[src/sv/bvfm_pkg.sv]
// Package with the shared types and constants of the bus voltage fault monitor.
`timescale 1ns / 1ps

package bvfm_pkg;

    // Fault slots, also the bit positions of the condition vectors.
    localparam int FLT_HV_OVER  = 0;
    localparam int FLT_HV_UNDER = 1;
    localparam int FLT_LV_OVER  = 2;
    localparam int FLT_LV_UNDER = 3;
    localparam int NUM_FAULTS   = 4;

    // Depth of both queues of the block.
    localparam int QUEUE_DEPTH = 2;

    // Accumulator width in bits; accumulators count ticks and saturate at all ones.
    localparam int ACC_W = 20;

    localparam int CFG_IDX_W  = 3;
    localparam int CFG_DATA_W = 16;

    // Configuration register indexes.
    typedef enum logic [CFG_IDX_W-1:0] {
        CFG_HV_OVER_SET   = 3'd0,
        CFG_HV_OVER_CLEAR = 3'd1,
        CFG_HV_UNDER_SET  = 3'd2,
        CFG_HV_UNDER_CLEAR = 3'd3,
        CFG_LV_OVER_SET   = 3'd4,
        CFG_LV_OVER_CLEAR = 3'd5,
        CFG_LV_UNDER_SET  = 3'd6,
        CFG_LV_UNDER_CLEAR = 3'd7
    } t_cfg_idx;

    // One input request.
    typedef struct packed {
        logic [11:0] hv_sample;
        logic        hv_sample_new;
        logic [15:0] lv_level;
        logic [15:0] elapsed_ticks;
    } t_in_req;

    // One result request.
    typedef struct packed {
        logic [15:0] hv_level;
        logic        hv_over_fault;
        logic        hv_under_fault;
        logic        lv_over_fault;
        logic        lv_under_fault;
        logic        any_fault;
    } t_out_req;

    // A classified request handed from the front part to the back part.
    typedef struct packed {
        logic [15:0]           hv_level;
        logic [NUM_FAULTS-1:0] set_cond;
        logic [NUM_FAULTS-1:0] clr_cond;
        logic [15:0]           ticks;
    } t_class;

endpackage

[src/sv/bvfm_queue.sv]
// Small register-based FIFO queue used between the parts of the monitor.
`timescale 1ns / 1ps

module bvfm_queue #(
    parameter int WIDTH = 8
) (
    input  logic             i_clk,
    input  logic             i_rst_n,
    input  logic             i_push,
    input  logic [WIDTH-1:0] i_data,
    output logic             o_full,
    input  logic             i_pop,
    output logic [WIDTH-1:0] o_data,
    output logic             o_empty
);

    localparam int DEPTH = bvfm_pkg::QUEUE_DEPTH;
    localparam int PTR_W = (DEPTH > 1) ? $clog2(DEPTH) : 1;
    localparam int CNT_W = $clog2(DEPTH + 1);

    logic [WIDTH-1:0] r_mem [DEPTH];
    logic [PTR_W-1:0] r_wptr, n_wptr;
    logic [PTR_W-1:0] r_rptr, n_rptr;
    logic [CNT_W-1:0] r_count, n_count;
    logic             do_push;
    logic             do_pop;

    assign o_full  = (r_count == CNT_W'(DEPTH));
    assign o_empty = (r_count == '0);
    assign do_push = i_push && !o_full;
    assign do_pop  = i_pop && !o_empty;
    assign o_data  = r_mem[r_rptr];

    // Pointer and occupancy update.
    always_comb begin
        n_wptr  = r_wptr;
        n_rptr  = r_rptr;
        n_count = r_count;
        if (do_push) begin
            n_wptr = (r_wptr == PTR_W'(DEPTH - 1)) ? '0 : r_wptr + 1'b1;
        end
        if (do_pop) begin
            n_rptr = (r_rptr == PTR_W'(DEPTH - 1)) ? '0 : r_rptr + 1'b1;
        end
        if (do_push && !do_pop) begin
            n_count = r_count + 1'b1;
        end else if (do_pop && !do_push) begin
            n_count = r_count - 1'b1;
        end
    end

    always_ff @(posedge i_clk) begin
        if (!i_rst_n) begin
            r_wptr  <= '0;
            r_rptr  <= '0;
            r_count <= '0;
        end else begin
            r_wptr  <= n_wptr;
            r_rptr  <= n_rptr;
            r_count <= n_count;
        end
    end

    // Storage needs no reset.
    always_ff @(posedge i_clk) begin
        if (do_push) begin
            r_mem[r_wptr] <= i_data;
        end
    end

`ifndef SYNTH
    a_count_bound: assert property (@(posedge i_clk) disable iff (!i_rst_n)
        r_count <= CNT_W'(DEPTH))
        else $error("queue occupancy beyond depth");

    a_push_grows: assert property (@(posedge i_clk) disable iff (!i_rst_n)
        (do_push && !do_pop) |=> (r_count == $past(r_count) + 1'b1))
        else $error("queue push without pop did not grow occupancy");
`endif

endmodule

[src/sv/bvfm_front.sv]
// Front part: configuration registers, HV averaging and threshold classification.
`timescale 1ns / 1ps

module bvfm_front (
    input  logic                               i_clk,
    input  logic                               i_rst_n,
    input  logic                               i_cfg_we,
    input  logic [bvfm_pkg::CFG_IDX_W-1:0]     i_cfg_idx,
    input  logic [bvfm_pkg::CFG_DATA_W-1:0]    i_cfg_data,
    input  logic                               i_accept,
    input  bvfm_pkg::t_in_req                  i_in_req,
    output bvfm_pkg::t_class                   o_cls
);

    logic [15:0] r_hv_over_set, r_hv_over_clear, r_hv_under_set, r_hv_under_clear;
    logic [15:0] r_lv_over_set, r_lv_over_clear, r_lv_under_set, r_lv_under_clear;
    logic [15:0] r_hv_avg;
    logic [16:0] avg_sum;
    logic [15:0] hv_now;
    logic [15:0] lv_now;

    // Configuration register writes.
    always_ff @(posedge i_clk) begin
        if (!i_rst_n) begin
            r_hv_over_set    <= 16'hFFFF;
            r_hv_over_clear  <= 16'hFFFF;
            r_hv_under_set   <= 16'h0000;
            r_hv_under_clear <= 16'h0000;
            r_lv_over_set    <= 16'hFFFF;
            r_lv_over_clear  <= 16'hFFFF;
            r_lv_under_set   <= 16'h0000;
            r_lv_under_clear <= 16'h0000;
        end else if (i_cfg_we) begin
            case (bvfm_pkg::t_cfg_idx'(i_cfg_idx))
                bvfm_pkg::CFG_HV_OVER_SET:    r_hv_over_set    <= i_cfg_data;
                bvfm_pkg::CFG_HV_OVER_CLEAR:  r_hv_over_clear  <= i_cfg_data;
                bvfm_pkg::CFG_HV_UNDER_SET:   r_hv_under_set   <= i_cfg_data;
                bvfm_pkg::CFG_HV_UNDER_CLEAR: r_hv_under_clear <= i_cfg_data;
                bvfm_pkg::CFG_LV_OVER_SET:    r_lv_over_set    <= i_cfg_data;
                bvfm_pkg::CFG_LV_OVER_CLEAR:  r_lv_over_clear  <= i_cfg_data;
                bvfm_pkg::CFG_LV_UNDER_SET:   r_lv_under_set   <= i_cfg_data;
                bvfm_pkg::CFG_LV_UNDER_CLEAR: r_lv_under_clear <= i_cfg_data;
                default: ;
            endcase
        end
    end

    // A new sample is scaled by eight and averaged with the stored level.
    assign avg_sum = {1'b0, r_hv_avg} + {2'b00, i_in_req.hv_sample, 3'b000};
    assign hv_now  = i_in_req.hv_sample_new ? avg_sum[16:1] : r_hv_avg;
    assign lv_now  = i_in_req.lv_level;

    always_ff @(posedge i_clk) begin
        if (!i_rst_n) begin
            r_hv_avg <= '0;
        end else if (i_accept) begin
            r_hv_avg <= hv_now;
        end
    end

    // Threshold classification on the updated HV average and the LV reading.
    always_comb begin
        o_cls.hv_level = hv_now;
        o_cls.ticks    = i_in_req.elapsed_ticks;
        o_cls.set_cond[bvfm_pkg::FLT_HV_OVER]  = hv_now > r_hv_over_set;
        o_cls.clr_cond[bvfm_pkg::FLT_HV_OVER]  = hv_now < r_hv_over_clear;
        o_cls.set_cond[bvfm_pkg::FLT_HV_UNDER] = hv_now < r_hv_under_set;
        o_cls.clr_cond[bvfm_pkg::FLT_HV_UNDER] = hv_now > r_hv_under_clear;
        o_cls.set_cond[bvfm_pkg::FLT_LV_OVER]  = lv_now > r_lv_over_set;
        o_cls.clr_cond[bvfm_pkg::FLT_LV_OVER]  = lv_now < r_lv_over_clear;
        o_cls.set_cond[bvfm_pkg::FLT_LV_UNDER] = lv_now < r_lv_under_set;
        o_cls.clr_cond[bvfm_pkg::FLT_LV_UNDER] = lv_now > r_lv_under_clear;
    end

endmodule

[src/sv/bvfm_back.sv]
// Back part: time qualification of the four latched faults and result assembly.
`timescale 1ns / 1ps

module bvfm_back #(
    parameter int HV_OVER_TICKS  = 100000,
    parameter int HV_UNDER_TICKS = 300000,
    parameter int LV_SET_TICKS   = 20000,
    parameter int LV_CLEAR_TICKS = 100000
) (
    input  logic               i_clk,
    input  logic               i_rst_n,
    input  logic               i_take,
    input  bvfm_pkg::t_class   i_cls,
    output bvfm_pkg::t_out_req o_res
);

    localparam int NF = bvfm_pkg::NUM_FAULTS;
    localparam int AW = bvfm_pkg::ACC_W;

    localparam logic [AW-1:0] SET_T [NF] = '{
        AW'(HV_OVER_TICKS), AW'(HV_UNDER_TICKS), AW'(LV_SET_TICKS), AW'(LV_SET_TICKS)
    };
    localparam logic [AW-1:0] CLR_T [NF] = '{
        AW'(HV_OVER_TICKS), AW'(HV_UNDER_TICKS), AW'(LV_CLEAR_TICKS), AW'(LV_CLEAR_TICKS)
    };

    logic [NF-1:0] r_flag, n_flag;
    logic [AW-1:0] r_acc_set [NF];
    logic [AW-1:0] n_acc_set [NF];
    logic [AW-1:0] r_acc_clr [NF];
    logic [AW-1:0] n_acc_clr [NF];

    genvar k;
    generate
        for (k = 0; k < NF; k++) begin : g_fault
            logic [AW:0]   set_sum;
            logic [AW:0]   clr_sum;
            logic [AW-1:0] set_sat;
            logic [AW-1:0] clr_sat;

            // Saturating accumulation of elapsed ticks.
            assign set_sum = {1'b0, r_acc_set[k]} + {{(AW - 15){1'b0}}, i_cls.ticks};
            assign clr_sum = {1'b0, r_acc_clr[k]} + {{(AW - 15){1'b0}}, i_cls.ticks};
            assign set_sat = set_sum[AW] ? {AW{1'b1}} : set_sum[AW-1:0];
            assign clr_sat = clr_sum[AW] ? {AW{1'b1}} : clr_sum[AW-1:0];

            // Set qualification while clear, recovery qualification while latched.
            always_comb begin
                n_flag[k]    = r_flag[k];
                n_acc_set[k] = r_acc_set[k];
                n_acc_clr[k] = r_acc_clr[k];
                if (!r_flag[k]) begin
                    n_acc_clr[k] = '0;
                    if (i_cls.set_cond[k]) begin
                        if (r_acc_set[k] > SET_T[k]) begin
                            n_flag[k]    = 1'b1;
                            n_acc_set[k] = '0;
                        end else begin
                            n_acc_set[k] = set_sat;
                        end
                    end else begin
                        n_acc_set[k] = '0;
                    end
                end else begin
                    n_acc_set[k] = '0;
                    if (i_cls.clr_cond[k]) begin
                        if (r_acc_clr[k] > CLR_T[k]) begin
                            n_flag[k]    = 1'b0;
                            n_acc_clr[k] = '0;
                        end else begin
                            n_acc_clr[k] = clr_sat;
                        end
                    end else begin
                        n_acc_clr[k] = '0;
                    end
                end
            end

            always_ff @(posedge i_clk) begin
                if (!i_rst_n) begin
                    r_flag[k]    <= 1'b0;
                    r_acc_set[k] <= '0;
                    r_acc_clr[k] <= '0;
                end else if (i_take) begin
                    r_flag[k]    <= n_flag[k];
                    r_acc_set[k] <= n_acc_set[k];
                    r_acc_clr[k] <= n_acc_clr[k];
                end
            end
        end
    endgenerate

    // The result carries the fault state after this request's update.
    always_comb begin
        o_res.hv_level       = i_cls.hv_level;
        o_res.hv_over_fault  = n_flag[bvfm_pkg::FLT_HV_OVER];
        o_res.hv_under_fault = n_flag[bvfm_pkg::FLT_HV_UNDER];
        o_res.lv_over_fault  = n_flag[bvfm_pkg::FLT_LV_OVER];
        o_res.lv_under_fault = n_flag[bvfm_pkg::FLT_LV_UNDER];
        o_res.any_fault      = |n_flag;
    end

`ifndef SYNTH
    a_flags_hold: assert property (@(posedge i_clk) disable iff (!i_rst_n)
        !i_take |=> $stable(r_flag))
        else $error("fault flags changed without a request");

    generate
        for (k = 0; k < NF; k++) begin : g_chk
            a_idle_acc_zero: assert property (@(posedge i_clk) disable iff (!i_rst_n)
                (r_flag[k] ? (r_acc_set[k] == '0) : (r_acc_clr[k] == '0)))
                else $error("inactive accumulator of a fault is not zero");
        end
    endgenerate
`endif

endmodule

[src/sv/bus_voltage_fault_monitor_core.sv]
// Top level of the bus voltage fault monitor: front part, queues and back part.
//
// Usage: input requests (HV sample, new-sample flag, LV level, elapsed ticks)
// are written like into a FIFO: a request is taken at a clock edge with push
// high and full low. Results are read like from a FIFO: while empty is low the
// oldest result is on o_out_req, and it is taken at an edge with pop high.
// Each request yields exactly one result: the averaged HV level and the four
// latched fault flags plus their OR, after that request's update.
// An accepted request is classified into the inner queue, and its result is
// written to the output queue; one request per cycle is sustained while the
// reader pops, bounded by the back part's saturating add and compare per fault.
// The front part classifies requests into a two-entry queue; the back part
// writes results into a two-entry output queue, so a stalled reader fills
// that queue, then the inner queue, and only then raises full.
// Configuration registers are written through i_cfg_we, i_cfg_idx and
// i_cfg_data while no request is in flight. Synchronous reset empties both
// queues, clears the average, the accumulators and the faults, and reloads
// the thresholds with their default values.
`timescale 1ns / 1ps

module bus_voltage_fault_monitor_core #(
    parameter int HV_OVER_TICKS  = 100000,
    parameter int HV_UNDER_TICKS = 300000,
    parameter int LV_SET_TICKS   = 20000,
    parameter int LV_CLEAR_TICKS = 100000
) (
    input  logic                            i_clk,
    input  logic                            i_rst_n,
    input  logic                            push,
    output logic                            full,
    input  bvfm_pkg::t_in_req               i_in_req,
    input  logic                            pop,
    output logic                            empty,
    output bvfm_pkg::t_out_req              o_out_req,
    input  logic                            i_cfg_we,
    input  logic [bvfm_pkg::CFG_IDX_W-1:0]  i_cfg_idx,
    input  logic [bvfm_pkg::CFG_DATA_W-1:0] i_cfg_data
);

    localparam int CLS_W = $bits(bvfm_pkg::t_class);
    localparam int RES_W = $bits(bvfm_pkg::t_out_req);

    logic               accept;
    bvfm_pkg::t_class   front_cls;
    logic [CLS_W-1:0]   mid_data;
    logic               mid_empty;
    logic               res_full;
    logic               take;
    bvfm_pkg::t_out_req back_res;
    logic [RES_W-1:0]   out_data;

    assign accept = push && !full;

    // Front part: classify each accepted request.
    bvfm_front u_front (
        .i_clk      (i_clk),
        .i_rst_n    (i_rst_n),
        .i_cfg_we   (i_cfg_we),
        .i_cfg_idx  (i_cfg_idx),
        .i_cfg_data (i_cfg_data),
        .i_accept   (accept),
        .i_in_req   (i_in_req),
        .o_cls      (front_cls)
    );

    // Queue between the front and back parts.
    bvfm_queue #(
        .WIDTH (CLS_W)
    ) u_mid_queue (
        .i_clk   (i_clk),
        .i_rst_n (i_rst_n),
        .i_push  (push),
        .i_data  (front_cls),
        .o_full  (full),
        .i_pop   (take),
        .o_data  (mid_data),
        .o_empty (mid_empty)
    );

    // The back part takes a request whenever the output queue has room.
    assign take = !mid_empty && !res_full;

    bvfm_back #(
        .HV_OVER_TICKS  (HV_OVER_TICKS),
        .HV_UNDER_TICKS (HV_UNDER_TICKS),
        .LV_SET_TICKS   (LV_SET_TICKS),
        .LV_CLEAR_TICKS (LV_CLEAR_TICKS)
    ) u_back (
        .i_clk   (i_clk),
        .i_rst_n (i_rst_n),
        .i_take  (take),
        .i_cls   (bvfm_pkg::t_class'(mid_data)),
        .o_res   (back_res)
    );

    // Output queue holding finished results for the reader.
    bvfm_queue #(
        .WIDTH (RES_W)
    ) u_out_queue (
        .i_clk   (i_clk),
        .i_rst_n (i_rst_n),
        .i_push  (take),
        .i_data  (back_res),
        .o_full  (res_full),
        .i_pop   (pop),
        .o_data  (out_data),
        .o_empty (empty)
    );

    assign o_out_req = bvfm_pkg::t_out_req'(out_data);

endmodule

[config.mk]
export PLATFORM = sky130hd
export DESIGN_NAME = bus_voltage_fault_monitor_core
export DESIGN_NICKNAME = d
export VERILOG_FILES = /design/src/sv/bvfm_pkg.sv /design/src/sv/bvfm_queue.sv /design/src/sv/bvfm_front.sv /design/src/sv/bvfm_back.sv /design/src/sv/bus_voltage_fault_monitor_core.sv
export SDC_FILE = /design/constraint.sdc
export NUM_CORES = 1
export LEC_CHECK = 0
export BUFFER_PORTS_ARGS = -buffer_cell sky130_fd_sc_hd__clkbuf_2
export CAP_MARGIN = 10
export CORE_MARGIN = 4
export CORE_UTILIZATION = 50
export CTS_CLUSTER_DIAMETER = 100
export DETAILED_ROUTE_END_ITERATION = 16
export GPL_TIMING_DRIVEN = 0
export PLACE_DENSITY = 0.75
export SLEW_MARGIN = 25
export SYNTH_ARGS = -nofsm -noshare
export SYNTH_HDL_FRONTEND = slang
export SYNTH_SLANG_ARGS = --single-unit
[constraint.sdc]
create_clock -name i_clk -period 7.1 [get_ports i_clk]
set_input_delay 0.355 -clock i_clk [delete_from_list [all_inputs] [get_ports i_clk]]
set_output_delay 0.355 -clock i_clk [all_outputs]
set_load 0.02 [all_outputs]
==> impl_metrics.csv, run 1 <==
group,metric,value,unit
status,outcome,"finished clean",
synth,synth-seq-cells,440,
setup_path,arrival,5.79,ns
route,post_drt_wl_per_cell,19.1,um
clock_tree,post_cts_clock_slew_at_the_launch_and_capture_registers_of_the_worst_setup_and_hold_paths,0.06,ns
setup_path,reg2reg_depth,15,
timing,tns,0,ns
global_route,largest_net_degree_at_the_start_of_global_routing,41,
clock_tree,htreeDepth,2,
synth,yosys.area_share.adder,13.4,%
final_layout,finish.instance_area,29400,um^2
clock_tree,tritoncts_num_sinks,440,
global_route,number_of_antenna_violations_at_the_first_check_in_global_routing,1,
synth,seq_area_frac_synth,44.4,%
clock_tree,clock_tree.root_cell,"sky130_fd_sc_hd__clkbuf_16",
floorplan,placeableCoreArea,51600,um^2
synth,synth_compound_area_share,18.3,%
synth,ys_async_sr_fraction,0,%
clock_tree,max-clock-path-buffers,3,
synth,synth_top_cell_area_share,32.3,%
timing,timing.fmax,0.183,GHz
synth,post_synth_inst_count,2617,
setup_path,worst-path-max-fanout,10,
global_route,number_of_global_route_vias_before_repair,20900,
timing,final_period_minus_worst_setup_slack,5.46,ns
global_route,global_route.usage.total,23.2,%
timing,skew,0.0262,ns
setup_path,critPathKind,"flop to flop",
synth,synthDistinctLibCells,80,
synth,ys_top_cells_by_area,"sky130_fd_sc_hd__edfxtp_1 (32%), sky130_fd_sc_hd__ha_1 (13%), sky130_fd_sc_hd__dfxtp_1 (12%)",
pwr,p_leak,12.1,nW
clock_tree,tritoncts,"built",
placement,io_buffer_count,75,
synth,syn-mean-instance-area,10.0,um^2
synth,synthXorXnorAreaFrac,3.88,%
synth,synth_enable_flop_cells,282,
timing,timing.slew.headroom,28.2,%
placement,postPlaceCellArea,27700,um^2
route,drt-total-wl,66.8,mm
route,viasPerCell,5.91,
setup_path,cp-end-kind,"flop",
synth,netlist_area,26200,um^2
timing,worst_slew_pin_slew,1.08,ns
final_layout,final_cell_utilization_of_the_core,56.9,%
clock_tree,post_cts_repair_setup_buffers,0,
route,post-route-drc-count,0,
final_layout,area_delta_synth_final,12.0,%
floorplan,core.rowCount,83,
final_layout,final_nets,3122,
timing,setup_viol,0,
timing,unrepaired_setup_endpoints_after_global_routing,"no",
timing,report.final.slew_viol_count,0,
hold_path,hold_path_depth,3,
synth,synth_largest_area_cell,"sky130_fd_sc_hd__edfxtp_1",
final_layout,drive_above_1_share,10.5,%
route,highest-signal-layer,"met5",
synth,synth.mux.area_fraction,3.28,%
placement,finalWeightedCongestion,0.906,
pwr,max-vdd-ir-drop,0.204,mV
route,detail-route-antenna-nets,0,
floorplan,chipHeight,237,um
clock_tree,cts-buffers-inserted,47,
timing,layout_worst_path_cycle_share,76.9,%
route,detail_route.iter0.violations,1559,
setup_path,critPathRequiredTime,7.43,ns
synth,synth_top_family_by_area,"compound AO/OA/AOI/OAI gates",
floorplan,start_util,50.8,%
route,first_pass_iters,5,
floorplan,io-pin-count,92,
route,routed-via-count,20700,
route,m1WireLength,28.6,mm
route,wl_met2,32.3,mm
route,route.met3.wl,3.50,mm
global_route,gr-total-overflow,0,
placement,hpwl,47.5,mm
setup_path,critical_path_start_type,"flop",
hold_path,worst_hold_path_type,"input port to flop",
pwr,power_density,370,nW/um^2
pwr,totalPowerFinal,10.9,mW
synth,synth_simple_gate_area_share,12.6,%
global_route,global_route_wire_length_before_repair,107,mm
timing,timing.final.hold_violations,0,
floorplan,die_width,237,um
final_layout,insertedDiodeCount,0,
floorplan,die-area,56200,um^2
job,maxCapViolCount,0,
clock_tree,clkLatencyLatePin,0.61,ns
synth,yosys_most_used_dff,"sky130_fd_sc_hd__edfxtp_1",
synth,ys.warnings.count,0,
## cells by family after synthesis
logic type,count (synthesis)
xor gates and xnor gates,116
buffers and inverters,277
DFF,440
muxes,78
AOI/OAI and AO/OA,727
other,1
and+or+nand+nor,703
adders and majority gates,275
## registers in the layout (all words and copies together) (netlist names), named ones only
| name | count |
|---|---|
| u_back.r_acc_clr | 80 |
| u_front.r_hv_over_set | 16 |
| u_mid_queue.r_count | 2 |
| u_front.r_lv_over_clear | 16 |
| u_mid_queue.r_mem | 80 |
| u_mid_queue.r_wptr | 1 |
| u_out_queue.r_wptr | 1 |
| u_front.r_hv_under_set | 16 |
| u_front.r_lv_over_set | 16 |
| u_front.r_lv_under_set | 16 |
| u_front.r_hv_over_clear | 16 |
| u_front.r_hv_avg | 16 |
| u_front.r_lv_under_clear | 16 |
| u_out_queue.r_mem | 42 |
| u_back.r_flag | 4 |
| u_out_queue.r_count | 2 |
| u_back.r_acc_set | 80 |
| u_mid_queue.r_rptr | 1 |
| u_out_queue.r_rptr | 1 |
| u_front.r_hv_under_clear | 16 |
## final timing paths
kind	start	end	slack, ns
setup / recovery	flop	u_back.r_acc_clr[0][13]	1.64
hold / removal	i_cfg_data[12]	u_front.r_lv_under_set[12]	0.14
setup reg to reg	flop	u_back.r_acc_clr[0][13]	1.64
hold reg to reg	u_front.r_lv_under_set[11]	u_front.r_lv_under_set[11]	0.46
## final cells by class
type                            count  area, um^2
Timing Repair Buffer               97         651
Fill cell                        4268       22300
Buffer                             88         390
Multi-Input combinational cell   1915       13600
Sequential cell                   440       11600
Clock inverter                     27         260
Tap cell                          680         851
Clock buffer                       59        1280
Inverter                          189         709
## cell usage in the layout (no fill, tap or decap), drive strengths merged, types with 8 or more instances in the layout
cell and n:
nand2 311, edfxtp 282, ha 266, a21oi 237, clkbuf 210, inv 189
dfxtp 158, nor2 109, a21boi 89, o21ai 86, o211ai 77, xor2 68
mux2 63, a21o 60, o21a 52, xnor2 48, nor3 46, nand3 41
a31oi 33, nand2b 33, nor2b 32, nand4 25, clkinv 19, a211oi 18
buf 18, and2 17, or3 16, dlygate4sd3 16, conb 16, mux2i 15
and3 15, or2 15, nor4 12, or4 10, fa 9, o31ai 9
o21bai 8
## worst max-delay path, stage by stage (launching register included)
cell	delay [ns]
sky130_fd_sc_hd__dfxtp_1	0.46
sky130_fd_sc_hd__buf_1	0.56
sky130_fd_sc_hd__clkbuf_1	0.76
sky130_fd_sc_hd__mux2_2	0.58
sky130_fd_sc_hd__ha_1	0.28
sky130_fd_sc_hd__inv_1	0.07
sky130_fd_sc_hd__fa_1	0.20
sky130_fd_sc_hd__nor2b_1	0.07
sky130_fd_sc_hd__o31ai_1	0.41
sky130_fd_sc_hd__a21oi_1	0.16
sky130_fd_sc_hd__o311ai_1	0.38
sky130_fd_sc_hd__a21oi_1	0.21
sky130_fd_sc_hd__a31o_2	0.30
sky130_fd_sc_hd__nand3_1	0.31
sky130_fd_sc_hd__buf_2	0.30
sky130_fd_sc_hd__a21oi_1	0.12
## where the power goes
group | total (mW) | switching [mW] | internal [mW]
Sequential | 3.69 | 0.301 | 3.39
Combinational | 4.67 | 2.81 | 1.86
Clock | 2.49 | 1.09 | 1.40
Total | 10.9 | 4.20 | 6.65
## per-layer routing
layer	vias up	GRT usage (%)
met4	2	8.88
met1	9977	29.5
met2	656	40.0
li1	9839	-
met5	-	0
met3	177	3.30
## Yosys cell counts, drive strengths merged, types with 63 or more instances
| cell type | instances |
|---|---|
| a21boi | 89 |
| clkbuf | 76 |
| mux2 | 63 |
| a21oi | 237 |
| inv | 188 |
| nand2 | 311 |
| edfxtp | 282 |
| dfxtp | 158 |
| o21ai | 86 |
| ha | 266 |
| o211ai | 77 |
| nor2 | 109 |
| xor2 | 68 |
## through the flow
stage	hold slack [ns]	worst slack (ns)	std cells
finish	0.141	1.64	3495
detailed placement	0.457	1.84	3393
floorplan	0.441	1.96	2632
CTS	0.118	1.78	3495
global placement	0.451	-0.735	3387
global route	0.146	1.38	3495
## repair_timing
action                    CTS  global route
hold buffers               16             0
hold endpoints to repair   32             0
gates resized for setup     0             0
No activity file was read; power rests on OpenSTA's default activity.
==> run 2, diff against run 1 <==
- clock period: 7.1 -> 5.1 ns (I/O delays scaled with it)
==> run 2 against run 1 <==
- cell area about the same
- first-iteration DRC count grew 0.13%
- largest cell class unchanged
- sequential power up 39%
- global-route usage about the same
- clock-buffer cell count stayed put
- highest routed layer unchanged
- critical path type unchanged
==> impl_metrics.csv, run 2 (synthesis gave the netlist of run 1 again) <==
group,metric,value,unit
status,outcome,"finished clean",
global_route,largest_net_degree_at_the_start_of_global_routing,41,
route,post_drt_wl_per_cell,19.1,um
floorplan,chipHeight,237,um
final_layout,area_delta_synth_final,12.0,%
job,maxCapViolCount,0,
pwr,p_leak,12.1,nW
clock_tree,max-clock-path-buffers,3,
hold_path,worst_hold_path_type,"input port to flop",
timing,timing.slew.headroom,29.1,%
final_layout,layout.cells.most_common,"sky130_fd_sc_hd__nand2_1",
setup_path,critPathRequiredTime,5.43,ns
timing,layout_worst_path_cycle_share,96.3,%
placement,hpwl,47.5,mm
setup_path,cp-end-kind,"flop",
clock_tree,post_cts_clock_slew_at_the_launch_and_capture_registers_of_the_worst_setup_and_hold_paths,0.07,ns
route,routed-via-count,20700,
clock_tree,clock_tree.root_cell,"sky130_fd_sc_hd__clkbuf_16",
floorplan,start_util,50.8,%
route,detail-route-antenna-nets,0,
floorplan,die-area,56200,um^2
final_layout,final-instance-count-excl-fill,3495,
clock_tree,htreeDepth,2,
floorplan,core.rowCount,83,
final_layout,insertedDiodeCount,0,
floorplan,die_width,237,um
final_layout,fillerInstances,4269,
pwr,power_density,514,nW/um^2
route,first_pass_iters,6,
global_route,number_of_global_route_vias_before_repair,20900,
setup_path,critPathKind,"flop to flop",
timing,report.final.slew_viol_count,0,
timing,skew,0.0259,ns
final_layout,top_regs,"u_back.r_acc_clr (80), u_back.r_acc_set (80), u_mid_queue.r_mem (80)",
timing,worst_slew_pin_slew,1.06,ns
floorplan,io-pin-count,92,
placement,pre_cts_ws,-0.163,ns
timing,tns,0,ns
timing,setup_viol,0,
setup_path,worst-path-max-fanout,10,
timing,timing.final.hold_violations,0,
final_layout,most_frequent_cells_in_the_layout,"sky130_fd_sc_hd__nand2_1 (310), sky130_fd_sc_hd__edfxtp_1 (282), sky130_fd_sc_hd__ha_1 (266)",
placement,io_buffer_count,75,
timing,timing.fmax,0.204,GHz
clock_tree,tritoncts,"built",
pwr,max-vdd-ir-drop,0.283,mV
clock_tree,cts-buffers-inserted,47,
final_layout,final_nets,3122,
global_route,gr-total-overflow,0,
setup_path,critical_path_start_type,"flop",
setup_path,arrival,5.24,ns
global_route,number_of_antenna_violations_at_the_first_check_in_global_routing,1,
placement,finalWeightedCongestion,0.906,
route,viasPerCell,5.91,
placement,dp_cells,3393,
route,drt-total-wl,66.6,mm
floorplan,placeableCoreArea,51600,um^2
global_route,global_route.usage.total,23.2,%
route,post-route-drc-count,0,
route,detail_route.iter0.violations,1561,
clock_tree,clkLatencyLatePin,0.61,ns
timing,finalWorstSetupSlack,0.191,ns
final_layout,drive_above_1_share,10.7,%
timing,unrepaired_setup_endpoints_after_global_routing,"no",
clock_tree,tritoncts_num_sinks,440,
global_route,global_route_wire_length_before_repair,107,mm
timing,final_period_minus_worst_setup_slack,4.91,ns
run 2: changes by cell type in the layout (fill, tap and decap cells not counted), sizes merged:
cell    before  now
clkbuf     210  211
buf         18   17
run 2: per-layer routing:
| metal | vias up | global-route usage, % | wire length [um] |
|---|---|---|---|
| li1 | 9844 | - | - |
| met1 | 9949 | 29.5 | 27900 |
| met2 | 692 | 40.0 | 32300 |
| met3 | 179 | 3.28 | 4060 |
| met4 | 2 | 8.90 | 2420 |
| met5 | - | 0 | 14 |
run 2: repair_timing:
| action | CTS | global route |
|---|---|---|
| setup endpoints to repair | 64 | 69 |
| resized for setup | 2 | 4 |
| cloned | 0 | 0 |
| buffers inserted | 0 | 0 |
| hold buffers | 16 | 0 |
| endpoints found under the hold margin | 32 | 0 |
run 2: power by group:
group | internal [mW] | total, mW | switching [mW]
Clock | 1.95 | 3.46 | 1.51
Sequential | 4.72 | 5.14 | 0.420
Combinational | 2.59 | 6.50 | 3.91
run 2: layout make-up:
| class | instances | area (um^2) | share of cell area, % |
|---|---|---|---|
| Multi-Input combinational cell | 1915 | 13600 | 46.3 |
| Sequential cell | 440 | 11600 | 39.6 |
| Clock buffer | 59 | 1280 | 4.37 |
| Tap cell | 680 | 851 | 2.90 |
| Inverter | 189 | 709 | 2.42 |
| Timing Repair Buffer | 97 | 651 | 2.22 |
| Buffer | 88 | 395 | 1.35 |
| Clock inverter | 27 | 260 | 0.886 |
run 2: worst paths after layout:
| check | from | end | slack (ns) | cells after the start |
|---|---|---|---|---|
| setup / recovery | flop | u_back.r_acc_clr[0][13] | 0.19 | 15 |
| hold / removal | i_cfg_data[12] | u_front.r_lv_under_set[12] | 0.04 | 3 |
| setup reg to reg | flop | u_back.r_acc_clr[0][13] | 0.19 | 15 |
| hold reg to reg | u_front.r_lv_under_set[11] | u_front.r_lv_under_set[11] | 0.46 | 2 |
run 2: stage by stage:
| stage | area (um^2) | utilization, % | hold WS, ns | total power, mW |
|---|---|---|---|---|
| after floorplan | 26300 | - | 0.354 | 9.91 |
| after global placement | 27500 | 53.3 | 0.446 | 11.2 |
| after detailed placement | 27700 | 53.6 | 0.448 | 11.5 |
| after CTS | 29400 | 56.9 | 0.0177 | 15.1 |
| after global routing | 29400 | 56.9 | 0.0476 | 16.0 |
| final | 29400 | 56.9 | 0.0442 | 15.1 |
run 2: worst max-delay path: stages, from the launching register on:
cell	delay [ns]
sky130_fd_sc_hd__dfxtp_1	0.46
sky130_fd_sc_hd__clkbuf_2	0.37
sky130_fd_sc_hd__clkbuf_2	0.44
sky130_fd_sc_hd__mux2_2	0.55
sky130_fd_sc_hd__ha_1	0.28
sky130_fd_sc_hd__inv_1	0.07
sky130_fd_sc_hd__fa_1	0.20
sky130_fd_sc_hd__nor2b_1	0.07
sky130_fd_sc_hd__o31ai_1	0.41
sky130_fd_sc_hd__a21oi_1	0.16
sky130_fd_sc_hd__o311ai_1	0.37
sky130_fd_sc_hd__a21oi_1	0.21
sky130_fd_sc_hd__a31o_2	0.30
sky130_fd_sc_hd__nand3_1	0.31
sky130_fd_sc_hd__buf_2	0.29
sky130_fd_sc_hd__a21oi_1	0.12
==> run 3, diff against run 2 <==
- RECOVER_POWER: default -> 25
==> run 3 against run 2 <==
- register-to-register slack better by 0.03 ns
- clock power is essentially flat
- via count shrank 0.16%
- die area unchanged
- highest routed layer unchanged
- critical path depth unchanged
- wire length barely moved
- clock skew about the same
- sequential power about the same
- first-iteration DRC count grew 7.3%
- the run now ends with max-capacitance violations, max-slew violations left
- combinational power about the same
==> impl_metrics.csv, run 3 (synthesis gave the netlist of run 1 again) <==
group,metric,value,unit
floorplan,die-area,56200,um^2
floorplan,placeableCoreArea,51600,um^2
timing,timing.slew.headroom,-47.6,%
global_route,global_route.usage.total,23.2,%
placement,pre_cts_ws,-0.163,ns
route,routed-via-count,20600,
setup_path,critPathKind,"flop to flop",
timing,report.final.slew_viol_count,41,
timing,setup_viol,0,
global_route,global_route_wire_length_before_repair,107,mm
setup_path,critical-path-top-cell-by-count,"sky130_fd_sc_hd__a21oi_1",
pwr,power_density,515,nW/um^2
setup_path,worst_path_largest_cell_delay,0.55,ns
global_route,number_of_antenna_violations_at_the_first_check_in_global_routing,1,
global_route,gr-total-overflow,0,
clock_tree,cts-buffers-inserted,47,
global_route,grtUsageMet1,29.5,%
final_layout,layout.cells.most_common,"sky130_fd_sc_hd__nand2_1",
clock_tree,max-clock-path-buffers,3,
floorplan,start_util,50.8,%
setup_path,critical_path_start_type,"flop",
setup_path,worst-path-max-fanout,10,
status,violations,"max-capacitance violations, max-slew violations",
clock_tree,tritoncts_num_sinks,440,
route,post_drt_wl_per_cell,19.1,um
final_layout,most_frequent_cells_in_the_layout,"sky130_fd_sc_hd__nand2_1 (310), sky130_fd_sc_hd__edfxtp_1 (282), sky130_fd_sc_hd__ha_1 (266)",
clock_tree,htreeDepth,2,
floorplan,core.rowCount,83,
clock_tree,clock_tree.root_cell,"sky130_fd_sc_hd__clkbuf_16",
timing,timing.fmax,0.205,GHz
global_route,number_of_global_route_vias_before_repair,20900,
setup_path,crit_path_top_delay_cell,"sky130_fd_sc_hd__mux2_2",
pwr,max-vdd-ir-drop,0.283,mV
timing,unrepaired_setup_endpoints_after_global_routing,"no",
pwr,p_leak,12.0,nW
timing,skew,0.0263,ns
setup_path,cp_cell_sequence,"clkbuf_2 > clkbuf_2 > mux2_2 > ha_1 > inv_1 > fa_1 > nor2b_1 > o31ai_1 > a21oi_1 > o311ai_1 > a21oi_1 > a31o_2 > nand3_1 > buf_2 > a21oi_1",
placement,hpwl,47.5,mm
global_route,busiest_layer,"met2",
floorplan,io-pin-count,92,
timing,worst_slew_pin_slew,2.21,ns
timing,layout_worst_path_cycle_share,95.6,%
job,maxCapViolCount,1,
timing,final_period_minus_worst_setup_slack,4.88,ns
final_layout,final-instance-count-excl-fill,3495,
placement,dp_cells,3393,
final_layout,insertedDiodeCount,0,
floorplan,die_width,237,um
route,detail-route-antenna-nets,0,
floorplan,chipHeight,237,um
final_layout,top_regs,"u_back.r_acc_clr (80), u_back.r_acc_set (80), u_mid_queue.r_mem (80)",
hold_path,worst_hold_path_type,"input port to flop",
placement,postPlaceCellArea,27700,um^2
status,outcome,"finished with violations",
final_layout,area_delta_synth_final,11.9,%
final_layout,final_nets,3122,
setup_path,critPathRequiredTime,5.43,ns
setup_path,cp-end-kind,"flop",
timing,tns,0,ns
clock_tree,tritoncts,"built",
route,post-route-drc-count,0,
clock_tree,post_cts_clock_slew_at_the_launch_and_capture_registers_of_the_worst_setup_and_hold_paths,0.06,ns
route,viasPerCell,5.90,
setup_path,arrival,5.21,ns
placement,finalWeightedCongestion,0.906,
route,first_pass_iters,6,
global_route,met3_usage,3.28,%
timing,finalWorstSetupSlack,0.222,ns
timing,timing.final.hold_violations,0,
clock_tree,clkLatencyLatePin,0.61,ns
clock_tree,post_cts_repair_setup_buffers,0,
route,detail_route.iter0.violations,1675,
global_route,largest_net_degree_at_the_start_of_global_routing,41,
global_route,grt.met2_usage,40.0,%
final_layout,finish.instance_area,29300,um^2
final_layout,drive_above_1_share,9.84,%
placement,io_buffer_count,75,
route,drt-total-wl,66.7,mm
run 3: cell count changes in the layout (fill, tap and decap cells not counted):
cell / before / now
sky130_fd_sc_hd__clkbuf_1: 64 / 84
sky130_fd_sc_hd__mux2_1: 0 / 4
sky130_fd_sc_hd__and3_4: 1 / 0
sky130_fd_sc_hd__and2_1: 16 / 14
sky130_fd_sc_hd__and3_1: 14 / 15
sky130_fd_sc_hd__clkbuf_2: 95 / 76
sky130_fd_sc_hd__and2_0: 1 / 3
sky130_fd_sc_hd__buf_1: 1 / 0
sky130_fd_sc_hd__mux2_2: 63 / 59
run 3: cell type report:
class | instances | area [um^2]
Timing Repair Buffer | 97 | 627
Clock inverter | 27 | 260
Sequential cell | 440 | 11600
Clock buffer | 59 | 1280
Inverter | 189 | 709
Buffer | 88 | 395
Tap cell | 680 | 851
Multi-Input combinational cell | 1915 | 13600
Fill cell | 4278 | 22300
run 3: per-layer routing:
| layer | vias to the layer above | routed length, um |
|---|---|---|
| met5 | - | 14 |
| met4 | 2 | 2350 |
| met3 | 177 | 3610 |
| met2 | 632 | 32200 |
| met1 | 9966 | 28500 |
| li1 | 9855 | - |
run 3: worst paths after layout:
path                                    from                    endpoint  slack, ns  depth (start not counted)
setup / recovery                        flop     u_back.r_acc_clr[0][13]       0.22                         15
hold / removal                i_cfg_data[12]  u_front.r_lv_under_set[12]       0.04                          3
setup reg to reg                        flop     u_back.r_acc_clr[0][13]       0.22                         15
hold reg to reg   u_front.r_lv_under_set[11]  u_front.r_lv_under_set[11]       0.47                          2
run 3: worst max-delay path, delay by kind of cell, from the launching register on:
family	cells	cell delay, ns
DFF	1	0.46
muxes	1	0.55
AOI/OAI and AO/OA	6	1.55
and+or+nand+nor	2	0.37
adders and majority gates	2	0.47
buffers and inverters	4	1.17
run 3: what timing repair did:
item                                    CTS  global route
endpoints found under the setup margin   64            69
hold buffers                             16             0
hold endpoints to repair                 32             0
gates resized for setup                   2             4
run 3: stage by stage:
| step | total power, mW | hold WS, ns | util, % |
|---|---|---|---|
| 2_1_floorplan | 9.91 | 0.354 | - |
| 3_3_place_gp | 11.2 | 0.446 | 53.3 |
| 3_5_place_dp | 11.5 | 0.448 | 53.6 |
| 4_1_cts | 15.1 | 0.0177 | 56.9 |
| 5_1_grt | 16.0 | 0.0476 | 56.8 |
| 6_report | 15.1 | 0.0386 | 56.8 |
run 3: power breakdown:
part	switching, mW	internal, mW
Combinational	3.91	2.58
Sequential	0.421	4.72
Clock	1.51	1.95
